`src/rtl/cmase_pkg.sv`:
```
package cmase_pkg;

    localparam int DEF_MAX_WINDOW  = 31;
    localparam int DEF_SAMPLE_BITS = 16;
    localparam int FRAC_BITS       = 8;
    localparam int CFG_W           = 5;

    localparam logic [CFG_W-1:0] WINDOW_SIZE_RESET = 5'd3;

    typedef enum logic [2:0] {
        ST_IDLE,
        ST_SUM,
        ST_DIVGO,
        ST_DIVWAIT,
        ST_EMIT,
        ST_TRIM
    } back_state_t;

endpackage

```
`src/rtl/cmase_ifs.sv`:
```
interface cmase_in_if
    import cmase_pkg::*;
#(
    parameter int SAMPLE_BITS = DEF_SAMPLE_BITS
) ();
    logic                   valid;
    logic                   ready;
    logic [SAMPLE_BITS-1:0] range_sample;
    logic                   scan_end;

    modport source (output valid, output range_sample, output scan_end, input ready);
    modport sink (input valid, input range_sample, input scan_end, output ready);
endinterface

interface cmase_out_if
    import cmase_pkg::*;
#(
    parameter int SAMPLE_BITS = DEF_SAMPLE_BITS
) ();
    logic                             valid;
    logic                             ready;
    logic [SAMPLE_BITS+FRAC_BITS-1:0] smoothed_value;
    logic                             result_last;

    modport source (output valid, output smoothed_value, output result_last, input ready);
    modport sink (input valid, input smoothed_value, input result_last, output ready);
endinterface

interface cmase_job_if
    import cmase_pkg::*;
#(
    parameter int SAMPLE_BITS = DEF_SAMPLE_BITS,
    parameter int CNT_W       = $clog2(DEF_MAX_WINDOW + 1)
) ();
    logic                   valid;
    logic                   ready;
    logic [SAMPLE_BITS-1:0] sample;
    logic                   last;
    logic                   emit;
    logic [CNT_W-1:0]       center;
    logic [CNT_W-1:0]       half;
    logic [CNT_W-1:0]       limit;

    modport source (
        output valid, output sample, output last, output emit,
        output center, output half, output limit, input ready
    );
    modport sink (
        input valid, input sample, input last, input emit,
        input center, input half, input limit, output ready
    );
endinterface

```
`src/rtl/cmase_front.sv`:
```
module cmase_front
    import cmase_pkg::*;
#(
    parameter int MAX_WINDOW  = DEF_MAX_WINDOW,
    parameter int SAMPLE_BITS = DEF_SAMPLE_BITS
) (
    input  logic             clk,
    input  logic             rst_n,
    input  logic             cfg_we,
    input  logic [CFG_W-1:0] cfg_wdata,
    cmase_in_if.sink         samples,
    cmase_job_if.source      job
);

    localparam int CNT_W = $clog2(MAX_WINDOW + 1);

    logic [CFG_W-1:0] window_size_reg;
    logic [CNT_W-1:0] rc_reg;
    logic [CNT_W-1:0] rc_next;
    logic [CNT_W-1:0] rc_new;
    logic [CNT_W-1:0] w_eff;
    logic [CNT_W-1:0] half;
    logic [CNT_W-1:0] limit;
    logic             accept;

    always_comb
    begin
        if (32'(window_size_reg) > 32'(MAX_WINDOW))
        begin
            w_eff = CNT_W'(MAX_WINDOW);
        end
        else
        begin
            w_eff = CNT_W'(window_size_reg);
        end
        if (w_eff == '0)
        begin
            w_eff = CNT_W'(1);
        end
        half = (w_eff - CNT_W'(1)) >> 1;

        rc_new = (rc_reg < CNT_W'(MAX_WINDOW)) ? rc_reg + CNT_W'(1) : rc_reg;
        limit  = rc_new - CNT_W'(1);

        accept        = samples.valid && job.ready;
        samples.ready = job.ready;
        job.valid     = samples.valid;
        job.sample    = samples.range_sample;
        job.last      = samples.scan_end;
        job.emit      = samples.scan_end || (rc_new > half);
        job.half      = half;
        job.limit     = limit;
        if (samples.scan_end && (half > limit))
        begin
            job.center = limit;
        end
        else
        begin
            job.center = half;
        end

        rc_next = rc_reg;
        if (accept)
        begin
            rc_next = samples.scan_end ? '0 : rc_new;
        end
    end

    always_ff @(posedge clk or negedge rst_n)
    begin
        if (!rst_n)
        begin
            window_size_reg <= WINDOW_SIZE_RESET;
            rc_reg          <= '0;
        end
        else
        begin
            if (cfg_we)
            begin
                window_size_reg <= cfg_wdata;
            end
            rc_reg <= rc_next;
        end
    end

endmodule

```
`src/rtl/cmase_queue.sv`:
```
module cmase_queue
    import cmase_pkg::*;
#(
    parameter int MAX_WINDOW  = DEF_MAX_WINDOW,
    parameter int SAMPLE_BITS = DEF_SAMPLE_BITS
) (
    input  logic        clk,
    input  logic        rst_n,
    cmase_job_if.sink   wr,
    cmase_job_if.source rd
);

    localparam int CNT_W   = $clog2(MAX_WINDOW + 1);
    localparam int ENTRY_W = SAMPLE_BITS + 2 + 3 * CNT_W;

    logic [ENTRY_W-1:0] slot_reg [2];
    logic [ENTRY_W-1:0] wr_entry;
    logic [ENTRY_W-1:0] rd_entry;
    logic               wr_ptr_reg;
    logic               wr_ptr_next;
    logic               rd_ptr_reg;
    logic               rd_ptr_next;
    logic [1:0]         count_reg;
    logic [1:0]         count_next;
    logic               push;
    logic               pop;

    always_comb
    begin
        wr_entry = {wr.sample, wr.last, wr.emit, wr.center, wr.half, wr.limit};
        rd_entry = slot_reg[rd_ptr_reg];
        {rd.sample, rd.last, rd.emit, rd.center, rd.half, rd.limit} = rd_entry;

        wr.ready = (count_reg != 2'd2);
        rd.valid = (count_reg != 2'd0);
        push     = wr.valid && wr.ready;
        pop      = rd.valid && rd.ready;

        wr_ptr_next = push ? ~wr_ptr_reg : wr_ptr_reg;
        rd_ptr_next = pop ? ~rd_ptr_reg : rd_ptr_reg;
        count_next  = count_reg;
        if (push && !pop)
        begin
            count_next = count_reg + 2'd1;
        end
        else if (pop && !push)
        begin
            count_next = count_reg - 2'd1;
        end
    end

    always_ff @(posedge clk)
    begin
        if (push)
        begin
            slot_reg[wr_ptr_reg] <= wr_entry;
        end
    end

    always_ff @(posedge clk or negedge rst_n)
    begin
        if (!rst_n)
        begin
            wr_ptr_reg <= 1'b0;
            rd_ptr_reg <= 1'b0;
            count_reg  <= 2'd0;
        end
        else
        begin
            wr_ptr_reg <= wr_ptr_next;
            rd_ptr_reg <= rd_ptr_next;
            count_reg  <= count_next;
        end
    end

endmodule

```
`src/rtl/cmase_div.sv`:
```
module cmase_div #(
    parameter int NUM_W = 29,
    parameter int DEN_W = 5
) (
    input  logic             clk,
    input  logic             rst_n,
    input  logic             start,
    input  logic [NUM_W-1:0] dividend,
    input  logic [DEN_W-1:0] divisor,
    output logic             done,
    output logic [NUM_W-1:0] quotient
);

    localparam int STEP_W = $clog2(NUM_W + 1);

    logic [NUM_W-1:0]  sh_reg;
    logic [NUM_W-1:0]  sh_next;
    logic [DEN_W-1:0]  rem_reg;
    logic [DEN_W-1:0]  rem_next;
    logic [DEN_W-1:0]  den_reg;
    logic [DEN_W-1:0]  den_next;
    logic [STEP_W-1:0] step_reg;
    logic [STEP_W-1:0] step_next;
    logic              busy_reg;
    logic              busy_next;
    logic              done_reg;
    logic              done_next;
    logic [DEN_W:0]    trial;
    logic [DEN_W:0]    diff;
    logic              fits;

    always_comb
    begin
        trial = {rem_reg, sh_reg[NUM_W-1]};
        diff  = trial - {1'b0, den_reg};
        fits  = (trial >= {1'b0, den_reg});

        sh_next   = sh_reg;
        rem_next  = rem_reg;
        den_next  = den_reg;
        step_next = step_reg;
        busy_next = busy_reg;
        done_next = 1'b0;

        if (start)
        begin
            sh_next   = dividend;
            rem_next  = '0;
            den_next  = divisor;
            step_next = STEP_W'(NUM_W);
            busy_next = 1'b1;
        end
        else if (busy_reg)
        begin
            sh_next   = {sh_reg[NUM_W-2:0], fits};
            rem_next  = fits ? diff[DEN_W-1:0] : trial[DEN_W-1:0];
            step_next = step_reg - STEP_W'(1);
            if (step_reg == STEP_W'(1))
            begin
                busy_next = 1'b0;
                done_next = 1'b1;
            end
        end
    end

    always_ff @(posedge clk)
    begin
        sh_reg  <= sh_next;
        rem_reg <= rem_next;
        den_reg <= den_next;
    end

    always_ff @(posedge clk or negedge rst_n)
    begin
        if (!rst_n)
        begin
            step_reg <= '0;
            busy_reg <= 1'b0;
            done_reg <= 1'b0;
        end
        else
        begin
            step_reg <= step_next;
            busy_reg <= busy_next;
            done_reg <= done_next;
        end
    end

    assign done     = done_reg;
    assign quotient = sh_reg;

endmodule

```
`src/rtl/cmase_back.sv`:
```
module cmase_back
    import cmase_pkg::*;
#(
    parameter int MAX_WINDOW  = DEF_MAX_WINDOW,
    parameter int SAMPLE_BITS = DEF_SAMPLE_BITS
) (
    input  logic        clk,
    input  logic        rst_n,
    cmase_job_if.sink   job,
    cmase_out_if.source smoothed
);

    localparam int CNT_W = $clog2(MAX_WINDOW + 1);
    localparam int AGE_W = (MAX_WINDOW > 1) ? $clog2(MAX_WINDOW) : 1;
    localparam int SUM_W = SAMPLE_BITS + AGE_W;
    localparam int NUM_W = SUM_W + FRAC_BITS;
    localparam int OUT_W = SAMPLE_BITS + FRAC_BITS;

    back_state_t state_reg;
    back_state_t state_next;

    logic [SAMPLE_BITS-1:0] sample_mem [MAX_WINDOW];
    logic [SAMPLE_BITS-1:0] mem_rdata_reg;
    logic                   mem_we;
    logic [AGE_W-1:0]       rd_addr;
    logic [CNT_W-1:0]       rd_age;
    logic [AGE_W:0]         addr_diff;

    logic [AGE_W-1:0] head_reg;
    logic [AGE_W-1:0] head_next;
    logic             flush_reg;
    logic             flush_next;
    logic [CNT_W-1:0] center_reg;
    logic [CNT_W-1:0] center_next;
    logic [CNT_W-1:0] half_reg;
    logic [CNT_W-1:0] half_next;
    logic [CNT_W-1:0] limit_reg;
    logic [CNT_W-1:0] limit_next;
    logic [CNT_W-1:0] top_reg;
    logic [CNT_W-1:0] top_next;
    logic [CNT_W-1:0] age_reg;
    logic [CNT_W-1:0] age_next;
    logic             pend_reg;
    logic             pend_next;
    logic [SUM_W-1:0] sum_reg;
    logic [SUM_W-1:0] sum_next;

    logic             out_valid_reg;
    logic             out_valid_next;
    logic [OUT_W-1:0] out_value_reg;
    logic [OUT_W-1:0] out_value_next;
    logic             out_last_reg;
    logic             out_last_next;

    logic             div_start;
    logic             div_done;
    logic [NUM_W-1:0] div_quot;
    logic [CNT_W-1:0] next_top;

    function automatic logic [CNT_W-1:0] clip_top(
        input logic [CNT_W-1:0] center,
        input logic [CNT_W-1:0] half,
        input logic [CNT_W-1:0] limit
    );
        logic [CNT_W:0] reach;
        reach = {1'b0, center} + {1'b0, half};
        if (reach > {1'b0, limit})
        begin
            return limit;
        end
        return reach[CNT_W-1:0];
    endfunction

    cmase_div #(
        .NUM_W (NUM_W),
        .DEN_W (CNT_W)
    ) u_div (
        .clk      (clk),
        .rst_n    (rst_n),
        .start    (div_start),
        .dividend ({sum_reg, {FRAC_BITS{1'b0}}}),
        .divisor  (top_reg + CNT_W'(1)),
        .done     (div_done),
        .quotient (div_quot)
    );

    always_comb
    begin
        addr_diff = {1'b0, head_reg} - {1'b0, rd_age[AGE_W-1:0]};
        if (addr_diff[AGE_W])
        begin
            rd_addr = AGE_W'(addr_diff + (AGE_W + 1)'(MAX_WINDOW));
        end
        else
        begin
            rd_addr = addr_diff[AGE_W-1:0];
        end
    end

    always_ff @(posedge clk)
    begin
        if (mem_we)
        begin
            sample_mem[head_next] <= job.sample;
        end
        mem_rdata_reg <= sample_mem[rd_addr];
    end

    always_comb
    begin
        state_next     = state_reg;
        head_next      = head_reg;
        flush_next     = flush_reg;
        center_next    = center_reg;
        half_next      = half_reg;
        limit_next     = limit_reg;
        top_next       = top_reg;
        age_next       = age_reg;
        pend_next      = pend_reg;
        sum_next       = sum_reg;
        out_valid_next = out_valid_reg && !smoothed.ready;
        out_value_next = out_value_reg;
        out_last_next  = out_last_reg;
        mem_we         = 1'b0;
        div_start      = 1'b0;
        rd_age         = age_reg;
        next_top       = clip_top(center_reg - CNT_W'(1), half_reg, limit_reg);
        job.ready      = (state_reg == ST_IDLE);

        case (state_reg)
            ST_IDLE:
            begin
                if (job.valid)
                begin
                    mem_we      = 1'b1;
                    head_next   = (head_reg == AGE_W'(MAX_WINDOW - 1)) ? '0
                                                                      : head_reg + AGE_W'(1);
                    flush_next  = job.last;
                    center_next = job.center;
                    half_next   = job.half;
                    limit_next  = job.limit;
                    top_next    = clip_top(job.center, job.half, job.limit);
                    age_next    = '0;
                    sum_next    = '0;
                    pend_next   = 1'b0;
                    if (job.emit)
                    begin
                        state_next = ST_SUM;
                    end
                end
            end
            ST_SUM:
            begin
                if (pend_reg)
                begin
                    sum_next = sum_reg + SUM_W'(mem_rdata_reg);
                end
                if (age_reg <= top_reg)
                begin
                    pend_next = 1'b1;
                    age_next  = age_reg + CNT_W'(1);
                end
                else
                begin
                    pend_next = 1'b0;
                    if (!pend_reg)
                    begin
                        state_next = ST_DIVGO;
                    end
                end
            end
            ST_DIVGO:
            begin
                div_start  = 1'b1;
                state_next = ST_DIVWAIT;
            end
            ST_DIVWAIT:
            begin
                if (div_done)
                begin
                    state_next = ST_EMIT;
                end
            end
            ST_EMIT:
            begin
                if (!out_valid_reg || smoothed.ready)
                begin
                    out_valid_next = 1'b1;
                    out_value_next = div_quot[OUT_W-1:0];
                    out_last_next  = flush_reg && (center_reg == '0);
                    if (flush_reg && (center_reg != '0))
                    begin
                        center_next = center_reg - CNT_W'(1);
                        pend_next   = 1'b0;
                        if (next_top != top_reg)
                        begin
                            state_next = ST_TRIM;
                        end
                        else
                        begin
                            state_next = ST_DIVGO;
                        end
                    end
                    else
                    begin
                        state_next = ST_IDLE;
                    end
                end
            end
            ST_TRIM:
            begin
                rd_age = top_reg;
                if (!pend_reg)
                begin
                    pend_next = 1'b1;
                end
                else
                begin
                    pend_next  = 1'b0;
                    sum_next   = sum_reg - SUM_W'(mem_rdata_reg);
                    top_next   = top_reg - CNT_W'(1);
                    state_next = ST_DIVGO;
                end
            end
            default:
            begin
                state_next = ST_IDLE;
            end
        endcase
    end

    always_ff @(posedge clk)
    begin
        center_reg    <= center_next;
        half_reg      <= half_next;
        limit_reg     <= limit_next;
        top_reg       <= top_next;
        age_reg       <= age_next;
        sum_reg       <= sum_next;
        out_value_reg <= out_value_next;
        out_last_reg  <= out_last_next;
    end

    always_ff @(posedge clk or negedge rst_n)
    begin
        if (!rst_n)
        begin
            state_reg     <= ST_IDLE;
            head_reg      <= '0;
            flush_reg     <= 1'b0;
            pend_reg      <= 1'b0;
            out_valid_reg <= 1'b0;
        end
        else
        begin
            state_reg     <= state_next;
            head_reg      <= head_next;
            flush_reg     <= flush_next;
            pend_reg      <= pend_next;
            out_valid_reg <= out_valid_next;
        end
    end

    assign smoothed.valid          = out_valid_reg;
    assign smoothed.smoothed_value = out_value_reg;
    assign smoothed.result_last    = out_last_reg;

endmodule

```
`src/rtl/centered_moving_average_shrink_edges_unit.sv`:
```
// A result is valid once its item has passed the queue and the back end has summed a window of
// top+1 samples from the sample memory, one read per cycle, then run the 29-step bit-serial
// divide and loaded the output register.
// Each further result of an end-of-scan flush runs another divide, after a trim step when the window shrinks.
// The back end takes one item at a time; an item that yields no result only stores its sample.
// Reset: rst_n clears all control state, the item count and the window size (back to 3).
module centered_moving_average_shrink_edges_unit
    import cmase_pkg::*;
#(
    parameter int MAX_WINDOW  = DEF_MAX_WINDOW,
    parameter int SAMPLE_BITS = DEF_SAMPLE_BITS
) (
    input  logic             clk,
    input  logic             rst_n,
    input  logic             cfg_we,
    input  logic [CFG_W-1:0] cfg_wdata,
    cmase_in_if.sink         samples,
    cmase_out_if.source      smoothed
);

    localparam int CNT_W = $clog2(MAX_WINDOW + 1);

    cmase_job_if #(.SAMPLE_BITS(SAMPLE_BITS), .CNT_W(CNT_W)) job_in ();
    cmase_job_if #(.SAMPLE_BITS(SAMPLE_BITS), .CNT_W(CNT_W)) job_out ();

    cmase_front #(
        .MAX_WINDOW  (MAX_WINDOW),
        .SAMPLE_BITS (SAMPLE_BITS)
    ) u_front (
        .clk       (clk),
        .rst_n     (rst_n),
        .cfg_we    (cfg_we),
        .cfg_wdata (cfg_wdata),
        .samples   (samples),
        .job       (job_in)
    );

    cmase_queue #(
        .MAX_WINDOW  (MAX_WINDOW),
        .SAMPLE_BITS (SAMPLE_BITS)
    ) u_queue (
        .clk   (clk),
        .rst_n (rst_n),
        .wr    (job_in),
        .rd    (job_out)
    );

    cmase_back #(
        .MAX_WINDOW  (MAX_WINDOW),
        .SAMPLE_BITS (SAMPLE_BITS)
    ) u_back (
        .clk      (clk),
        .rst_n    (rst_n),
        .job      (job_out),
        .smoothed (smoothed)
    );

endmodule
```
`src/flat_wrapper.sv`:
```
// flat-port wrapper written by rule: the top's interface ports become plain ports
module centered_moving_average_shrink_edges_unit_flat import cmase_pkg::*;
#(
    parameter int MAX_WINDOW  = DEF_MAX_WINDOW,
    parameter int SAMPLE_BITS = DEF_SAMPLE_BITS
)
  (clk, rst_n, cfg_we, cfg_wdata, samples_valid, samples_range_sample, samples_scan_end, samples_ready, smoothed_valid, smoothed_smoothed_value, smoothed_result_last, smoothed_ready);
  cmase_in_if #(.SAMPLE_BITS(SAMPLE_BITS)) samples_i ();
  cmase_out_if #(.SAMPLE_BITS(SAMPLE_BITS)) smoothed_i ();
  input  logic clk;
  input  logic rst_n;
  input  logic cfg_we;
  input  logic [CFG_W-1:0] cfg_wdata;
  input wire logic [$bits(samples_i.valid)-1:0] samples_valid;
  input wire logic [$bits(samples_i.range_sample)-1:0] samples_range_sample;
  input wire logic [$bits(samples_i.scan_end)-1:0] samples_scan_end;
  output wire logic [$bits(samples_i.ready)-1:0] samples_ready;
  output wire logic [$bits(smoothed_i.valid)-1:0] smoothed_valid;
  output wire logic [$bits(smoothed_i.smoothed_value)-1:0] smoothed_smoothed_value;
  output wire logic [$bits(smoothed_i.result_last)-1:0] smoothed_result_last;
  input wire logic [$bits(smoothed_i.ready)-1:0] smoothed_ready;
  assign samples_i.valid = samples_valid;
  assign samples_i.range_sample = samples_range_sample;
  assign samples_i.scan_end = samples_scan_end;
  assign samples_ready = samples_i.ready;
  assign smoothed_valid = smoothed_i.valid;
  assign smoothed_smoothed_value = smoothed_i.smoothed_value;
  assign smoothed_result_last = smoothed_i.result_last;
  assign smoothed_i.ready = smoothed_ready;
  centered_moving_average_shrink_edges_unit #(.MAX_WINDOW(MAX_WINDOW), .SAMPLE_BITS(SAMPLE_BITS)) u_core (.clk(clk), .rst_n(rst_n), .cfg_we(cfg_we), .cfg_wdata(cfg_wdata), .samples(samples_i), .smoothed(smoothed_i));
endmodule
```
`config.mk`:
```
export PLATFORM = sky130hd
export DESIGN_NAME = centered_moving_average_shrink_edges_unit_flat
export DESIGN_NICKNAME = d
export VERILOG_FILES = /design/src/rtl/cmase_pkg.sv /design/src/rtl/cmase_ifs.sv /design/src/rtl/cmase_front.sv /design/src/rtl/cmase_queue.sv /design/src/rtl/cmase_div.sv /design/src/rtl/cmase_back.sv /design/src/rtl/centered_moving_average_shrink_edges_unit.sv /design/src/flat_wrapper.sv
export SDC_FILE = /design/constraint.sdc
export NUM_CORES = 1
export LEC_CHECK = 0
export BUFFER_PORTS_ARGS = -buffer_cell sky130_fd_sc_hd__buf_4
export CAP_MARGIN = 20
export CELL_PAD_IN_SITES_DETAIL_PLACEMENT = 1
export CELL_PAD_IN_SITES_GLOBAL_PLACEMENT = 1
export CORE_MARGIN = 1
export CORE_UTILIZATION = 53
export DETAILED_ROUTE_END_ITERATION = 12
export GPL_TIMING_DRIVEN = 0
export PLACE_DENSITY_LB_ADDON = 0.1
export SYNTH_ARGS = -nofsm -noshare
export SYNTH_HDL_FRONTEND = slang
export SYNTH_SLANG_ARGS = --single-unit
```
`constraint.sdc`:
```
create_clock -name clk -period 6.28 [get_ports clk]
set_input_delay 0.628 -clock clk [delete_from_list [all_inputs] [get_ports clk]]
set_output_delay 0.628 -clock clk [all_outputs]
set_load 0.01 [all_outputs]
```
Word level (Yosys, flattened, before mapping)
Memories as Yosys holds them, arrays and structs flattened. A register that Yosys moved wholly into a read port is not among the register bits.
Index checks and enable logic that the tools add are counted.

storage, ports and cells
  flip-flop bits (word level) = 142
  latch bits = 0
  bits in writable memories = 560
  ROM bits = 0
  input port bits = 27
  output and inout port bits = 27
  word-level logic and storage cells = 176
  memories = 2

cells by class
  $add $sub $neg = 18
  $mul = 0
  divide/modulo/power cells = 0
  $lt $le $gt $ge = 7
  eq/ne operators = 19
  shift operators = 0
  multiplexer cells = 69
  bitwise logic cells = 2
  reduce and logical (&&, ||, !) cells = 34

memories
  memory                    depth  width  read ports  clocked after Yosys merged registers in  write ports  RTL line           source
  u_core.u_back.sample_mem  31     16     1           1                                        1            cmase_back.sv:22   logic [SAMPLE_BITS-1:0] sample_mem [MAX_WINDOW];
  u_core.u_queue.slot_reg   2      32     1           0                                        1            cmase_queue.sv:16  logic [ENTRY_W-1:0] slot_reg [2];

operators with widths
  kind                                                                count
  5-bit 2-to-1 mux                                                    23
  21-bit 2-to-1 mux                                                   3
  21-bit case mux with 3 select lines                                 1
  29-bit 2-to-1 mux                                                   2
  5-bit case mux with 2 select lines                                  3
  3-bit 2-to-1 mux                                                    9
  5-bit by 1-bit subtractor with 5-bit output, second input constant  5
  1-bit 2-to-1 mux                                                    24
  21-bit by 16-bit adder with 21-bit output                           1
  21-bit by 16-bit subtractor with 21-bit output                      1
  5-bit by 1-bit adder with 5-bit output, second input constant       4
  3-bit case mux with 6 select lines                                  1
  2-bit != test, second input constant                                8
  5-bit by 5-bit adder with 6-bit output                              2
  6-bit by 5-bit greater-than comparator with 1-bit output            2
  4-bit AND reduction                                                 3
  2-bit nonzero test                                                  6
  5-bit zero test                                                     2
  1-bit logical AND                                                   8
  7-bit AND reduction                                                 1
  3-bit by 2-bit == test with 1-bit output, second input constant     2
  3-bit == test, second input constant                                2
  6-bit by 5-bit >= comparator with 1-bit output                      1
  2-bit by 1-bit != test with 1-bit output, second input constant     3
  other kinds (24)                                                    32

Longest topological paths before layout
  depth in word-level cells = 10
  depth in mapped cells = 24
  mapped depth without buffers = 17

By module
Synthesis repeated with hierarchy kept, for this count alone.

second synthesis, totals
  cells, all modules = 2461
  area, all modules = 34106.5 um^2

by module, submodules not included
  module       times used  cells an instance  area each (um^2)  seq. area each (um^2)
  cmase_back   1           2050               28104.5           17621.9
  cmase_queue  1           121                2727.6            2082.0
  cmase_div    1           156                2150.8            1296.2
  cmase_front  1           134                1123.6            252.7

Worst setup path before layout
OpenSTA, ideal clock, no wires.

  kind = register to register
  start = reg u_core.u_back.state_reg[0]
  end = reg u_core.u_back.mem_rdata_reg[0] (read register of u_core.u_back.sample_mem)
  library setup time = 0.064 ns
  data arrival time = 4.756 ns
  required time = 6.216 ns
  setup slack = 1.459 ns
  stages on the path, launching flop included = 23
  buffers on the path = 6
  clock period less this slack = 4.821 ns
  path through = dfrtp_1 clkbuf_1 nor2b_1 and2_1 clkbuf_1 buf_1 nand2_1 o21ai_0 ha_1 inv_1 fa_1 inv_1 ha_1 clkbuf_1 nor2_1 a21oi_2 clkbuf_1 clkbuf_1 o22ai_1 nor2_1 o22ai_1 or3_1 nand4_1

on the way
  cells in the longest elaborated chain, start to end = 5

RTL lines
  what                                             RTL line           source
  start, declared                                  cmase_back.sv:19   back_state_t state_reg;
  start signal, assigned                           cmase_back.sv:256  state_reg <= state_next;
  3-bit == test (*)                                cmase_back.sv:130  case (state_reg)
  5-bit 2-to-1 mux (*)                             cmase_back.sv:130
  5-bit by 5-bit subtractor with 6-bit output (*)  cmase_back.sv:89   addr_diff = {1'b0, head_reg} - {1'b0, rd_age[AGE_W-1:0]};
  5-bit adder                                      cmase_back.sv:92   rd_addr = AGE_W'(addr_diff + (AGE_W + 1)'(MAX_WINDOW));
  5-bit 2-to-1 mux (*)                             cmase_back.sv:90   if (addr_diff[AGE_W])
  end, declared                                    cmase_back.sv:23   logic [SAMPLE_BITS-1:0] mem_rdata_reg;

Every way passes the cells marked *; elsewhere a longest branch is shown, timed or not.
A chain may end at the register's enable or synchronous reset.

Worst setup path in the final report
  start = reg u_core.u_back.state_reg[0]
  end = reg u_core.u_back.mem_rdata_reg[8] (read register of u_core.u_back.sample_mem)

The elaborated chain is that of the path after synthesis.

==> run summary <==
initial antenna violation count: 11
Reg clk slew, reported paths: 0.06 ns
final period utilization: 96.8%
RD Place Congestion: 0.926
fraction of layout cells with a size suffix above 1: 13.6%
leading area contributor after synthesis: edfxtp_1
critical path startpoint category: flop
vias per inst: 6.95
#FFs+latches synth: 717
die area: 66200 µm²
kind of cell adding the most delay to the critical path: simple AND/OR/NAND/NOR gates
Worst Skew: 0.0310 ns
remaining antenna violation count: 0
die width: 257 µm
dpl hpwl: 78.1 mm
GRT Total Usage: 34.3%
Worst EP required: 6.71 ns
GRT busiest layer: met2
# rows: 93
H-tree levels: 3
Ys Warns: 0
DRT Pass-1 Iters: 8
share of async-settable or async-resettable flops after synthesis: 4.46%
synth top area cells: edfxtp_1 57%, a221oi_1 4.0%, a22oi_1 2.9%
CP bufs+invs: 6
Top-Level Pins: 54
clock latency on the worst-skew pair: 0.63 ns
vias in the first global route: 27.4k
Post-synth EDFFs: 656
CP max stage delay: 0.65 ns
final setup vio count: 0
Tmin final: 6.08 ns
HP Class: input port to flop
met2 GRT Util: 56.7%
Syn Inst Count: 2743
Synth Flop Type: edfxtp_1
clock root cell: clkbuf_16
CP Capture Type: flop
Mapped Area: 34600 µm²
final net count: 3017
TNS Setup: 0 ns
global-route wire length before repair: 171 mm
list of most frequent post-synthesis cells: 656 x edfxtp_1, 181 x a21oi_1, 169 x nor2_1
Remaining Overflow, GRT: 0
outcome: finished clean
synthesis-to-layout area growth: 13.9%
Critical Path, Cell by Cell: nor2b_4, and2_1, clkbuf_4, nand2_1, o21ai_0, ha_1, inv_1, fa_1, inv_1, ha_1, clkbuf_1, nand2_1, a2bb2oi_4, buf_4, nand2_4, buf_2, nand2_1, o22ai_1, nor3_1, or4_1
post-CTS setup buffer count: 0
CP dominant cell by count: nand2_1
RSZ-0062 raised after global routing: false
Largest register FFs: 496
Post-Place Cell Area: 36700 µm²
Final Hold Fails: 0
met3 Usage GRT: 6.20%
Die H: 257 µm
grt met1 use: 43.6%
FMAX: 165 MHz
worst rel slew slack: 26.7%
largest net degree at the start of global routing: 33
most frequent cell after synthesis: edfxtp_1
Worst EP arrival: 6.50 ns
CP Max Fanout: 12
area share of the largest cell type after synthesis: 57.0%
fin. max-slew vios: 0
Worst-Margin Slew: 1.10 ns
via count: 26.6k
initial drt markers: 3463
per-cell routed wire length: 29.9 µm
Max-cap violations: 0
Inserted Clock Buffers: 79
DRC: 0
clk buf depth: 3
CTS Sinks: 717
WS Path Type: flop to flop
WL final: 115 mm
CTS tree: built
average size of a mapped cell: 12.6 µm²
CP max-delay cell: fa_1
Netlist cell types: 82
core box area: 64500 µm²
Initial Util: 53.6%
Final Cell Area: 39400 µm²
# port buffers: 53
register area share after synthesis: 61.0%
## repair_timing
item,CTS,global route
hold endpoints to repair,30,0
pin swaps,0,0
resized for setup,18,9
hold buffers,1,0
endpoints found under the setup margin,16,16
cloned,0,0
## per-stage QoR
| step | cells | hold WS (ns) | setup WS [ns] | utilization (%) |
|---|---|---|---|---|
| final | 3832 | 0.186 | 0.201 | 61.1 |
| after global routing | 3829 | 0.174 | 0.0693 | 61.1 |
| after CTS | 3831 | 0.164 | 0.0796 | 61.0 |
| after detailed placement | 3686 | 0.440 | -1.27 | 56.9 |
| after global placement | 3652 | 0.439 | -1.06 | 55.9 |
| after floorplan | 2744 | 0.332 | 1.46 | - |
## metal layers
layer	wire [µm]	vias up
li1	-	11389
met1	43400	13398
met2	55100	1490
met3	10400	356
met4	5740	12
met5	80	-
## cells by family (layout without fill, tap and decap cells)
kind of cell               count (synthesis)  count (layout)  synth area share [%]
AOI/OAI and AO/OA                        911             911                  19.1
xor gates and xnor gates                  76              76                  1.95
adders and majority gates                 80              80                  3.01
buffers and inverters                    275             505                  3.44
DFF                                      717             717                  61.0
muxes                                    122             122                  3.76
other                                      1               5                0.0109
and+or+nand+nor                          561             561                  7.74
## cell type report
| class | instances | area [µm²] |
|---|---|---|
| flip-flops and latches | 717 | 21100 |
| well taps | 855 | 1070 |
| plain buffers | 206 | 948 |
| clock buffers | 96 | 2130 |
| repair buffers | 88 | 1000 |
| diodes | 3 | 7.51 |
| multi-input cells | 1752 | 12400 |
| clock inverters | 49 | 429 |
| fillers | 6348 | 25100 |
| inverters | 66 | 248 |
## cells in the final DEF (no fill, tap or decap), types with 15 or more instances in the layout
cell type    n
buf_4       62
nand2_1    130
nand3_1     43
a21oi_1    181
a211oi_1    83
dfrtp_1     29
o221a_1     16
a222oi_1    15
nand2b_1    21
o221ai_1    22
clkbuf_1    97
mux2_2      40
a221oi_1   159
nor3_1      73
edfxtp_1   656
clkinv_1    22
mux2i_1     77
a221o_1     16
a22oi_1    132
buf_1       41
clkbuf_16   82
o22ai_1    131
dfxtp_1     29
buf_8       24
xor2_1      33
xnor2_1     42
a21o_1      15
nor2_2      33
nand4_1     24
nor2_1     135
buf_2       53
or3_1       25
inv_1       64
o21ai_0     50
ha_1        75
## path summary, 6_finish.rpt
path / from / to / slack [ns] / cells past startpoint
setup / recovery: u_core.u_back.state_reg[0] / u_core.u_back.mem_rdata_reg[8] / 0.20 / 20
hold reg to reg: u_core.u_back.u_div.quotient[22] / u_core.u_back.smoothed.smoothed_value[22] / 0.45 / 0
max in group asynchronous: rst_n / u_core.u_back.state_reg[0] / 5.41 / 2
setup reg to reg: u_core.u_back.state_reg[0] / u_core.u_back.mem_rdata_reg[8] / 0.20 / 20
hold / removal: samples_range_sample[9] / u_core.u_queue.slot_reg[1][25] / 0.19 / 1
min in group asynchronous: rst_n / u_core.u_front.window_size_reg[2] / 0.51 / 2
Power is not shown: default switching activity piles up to over one toggle a cycle in this logic, so the estimate is an artifact.
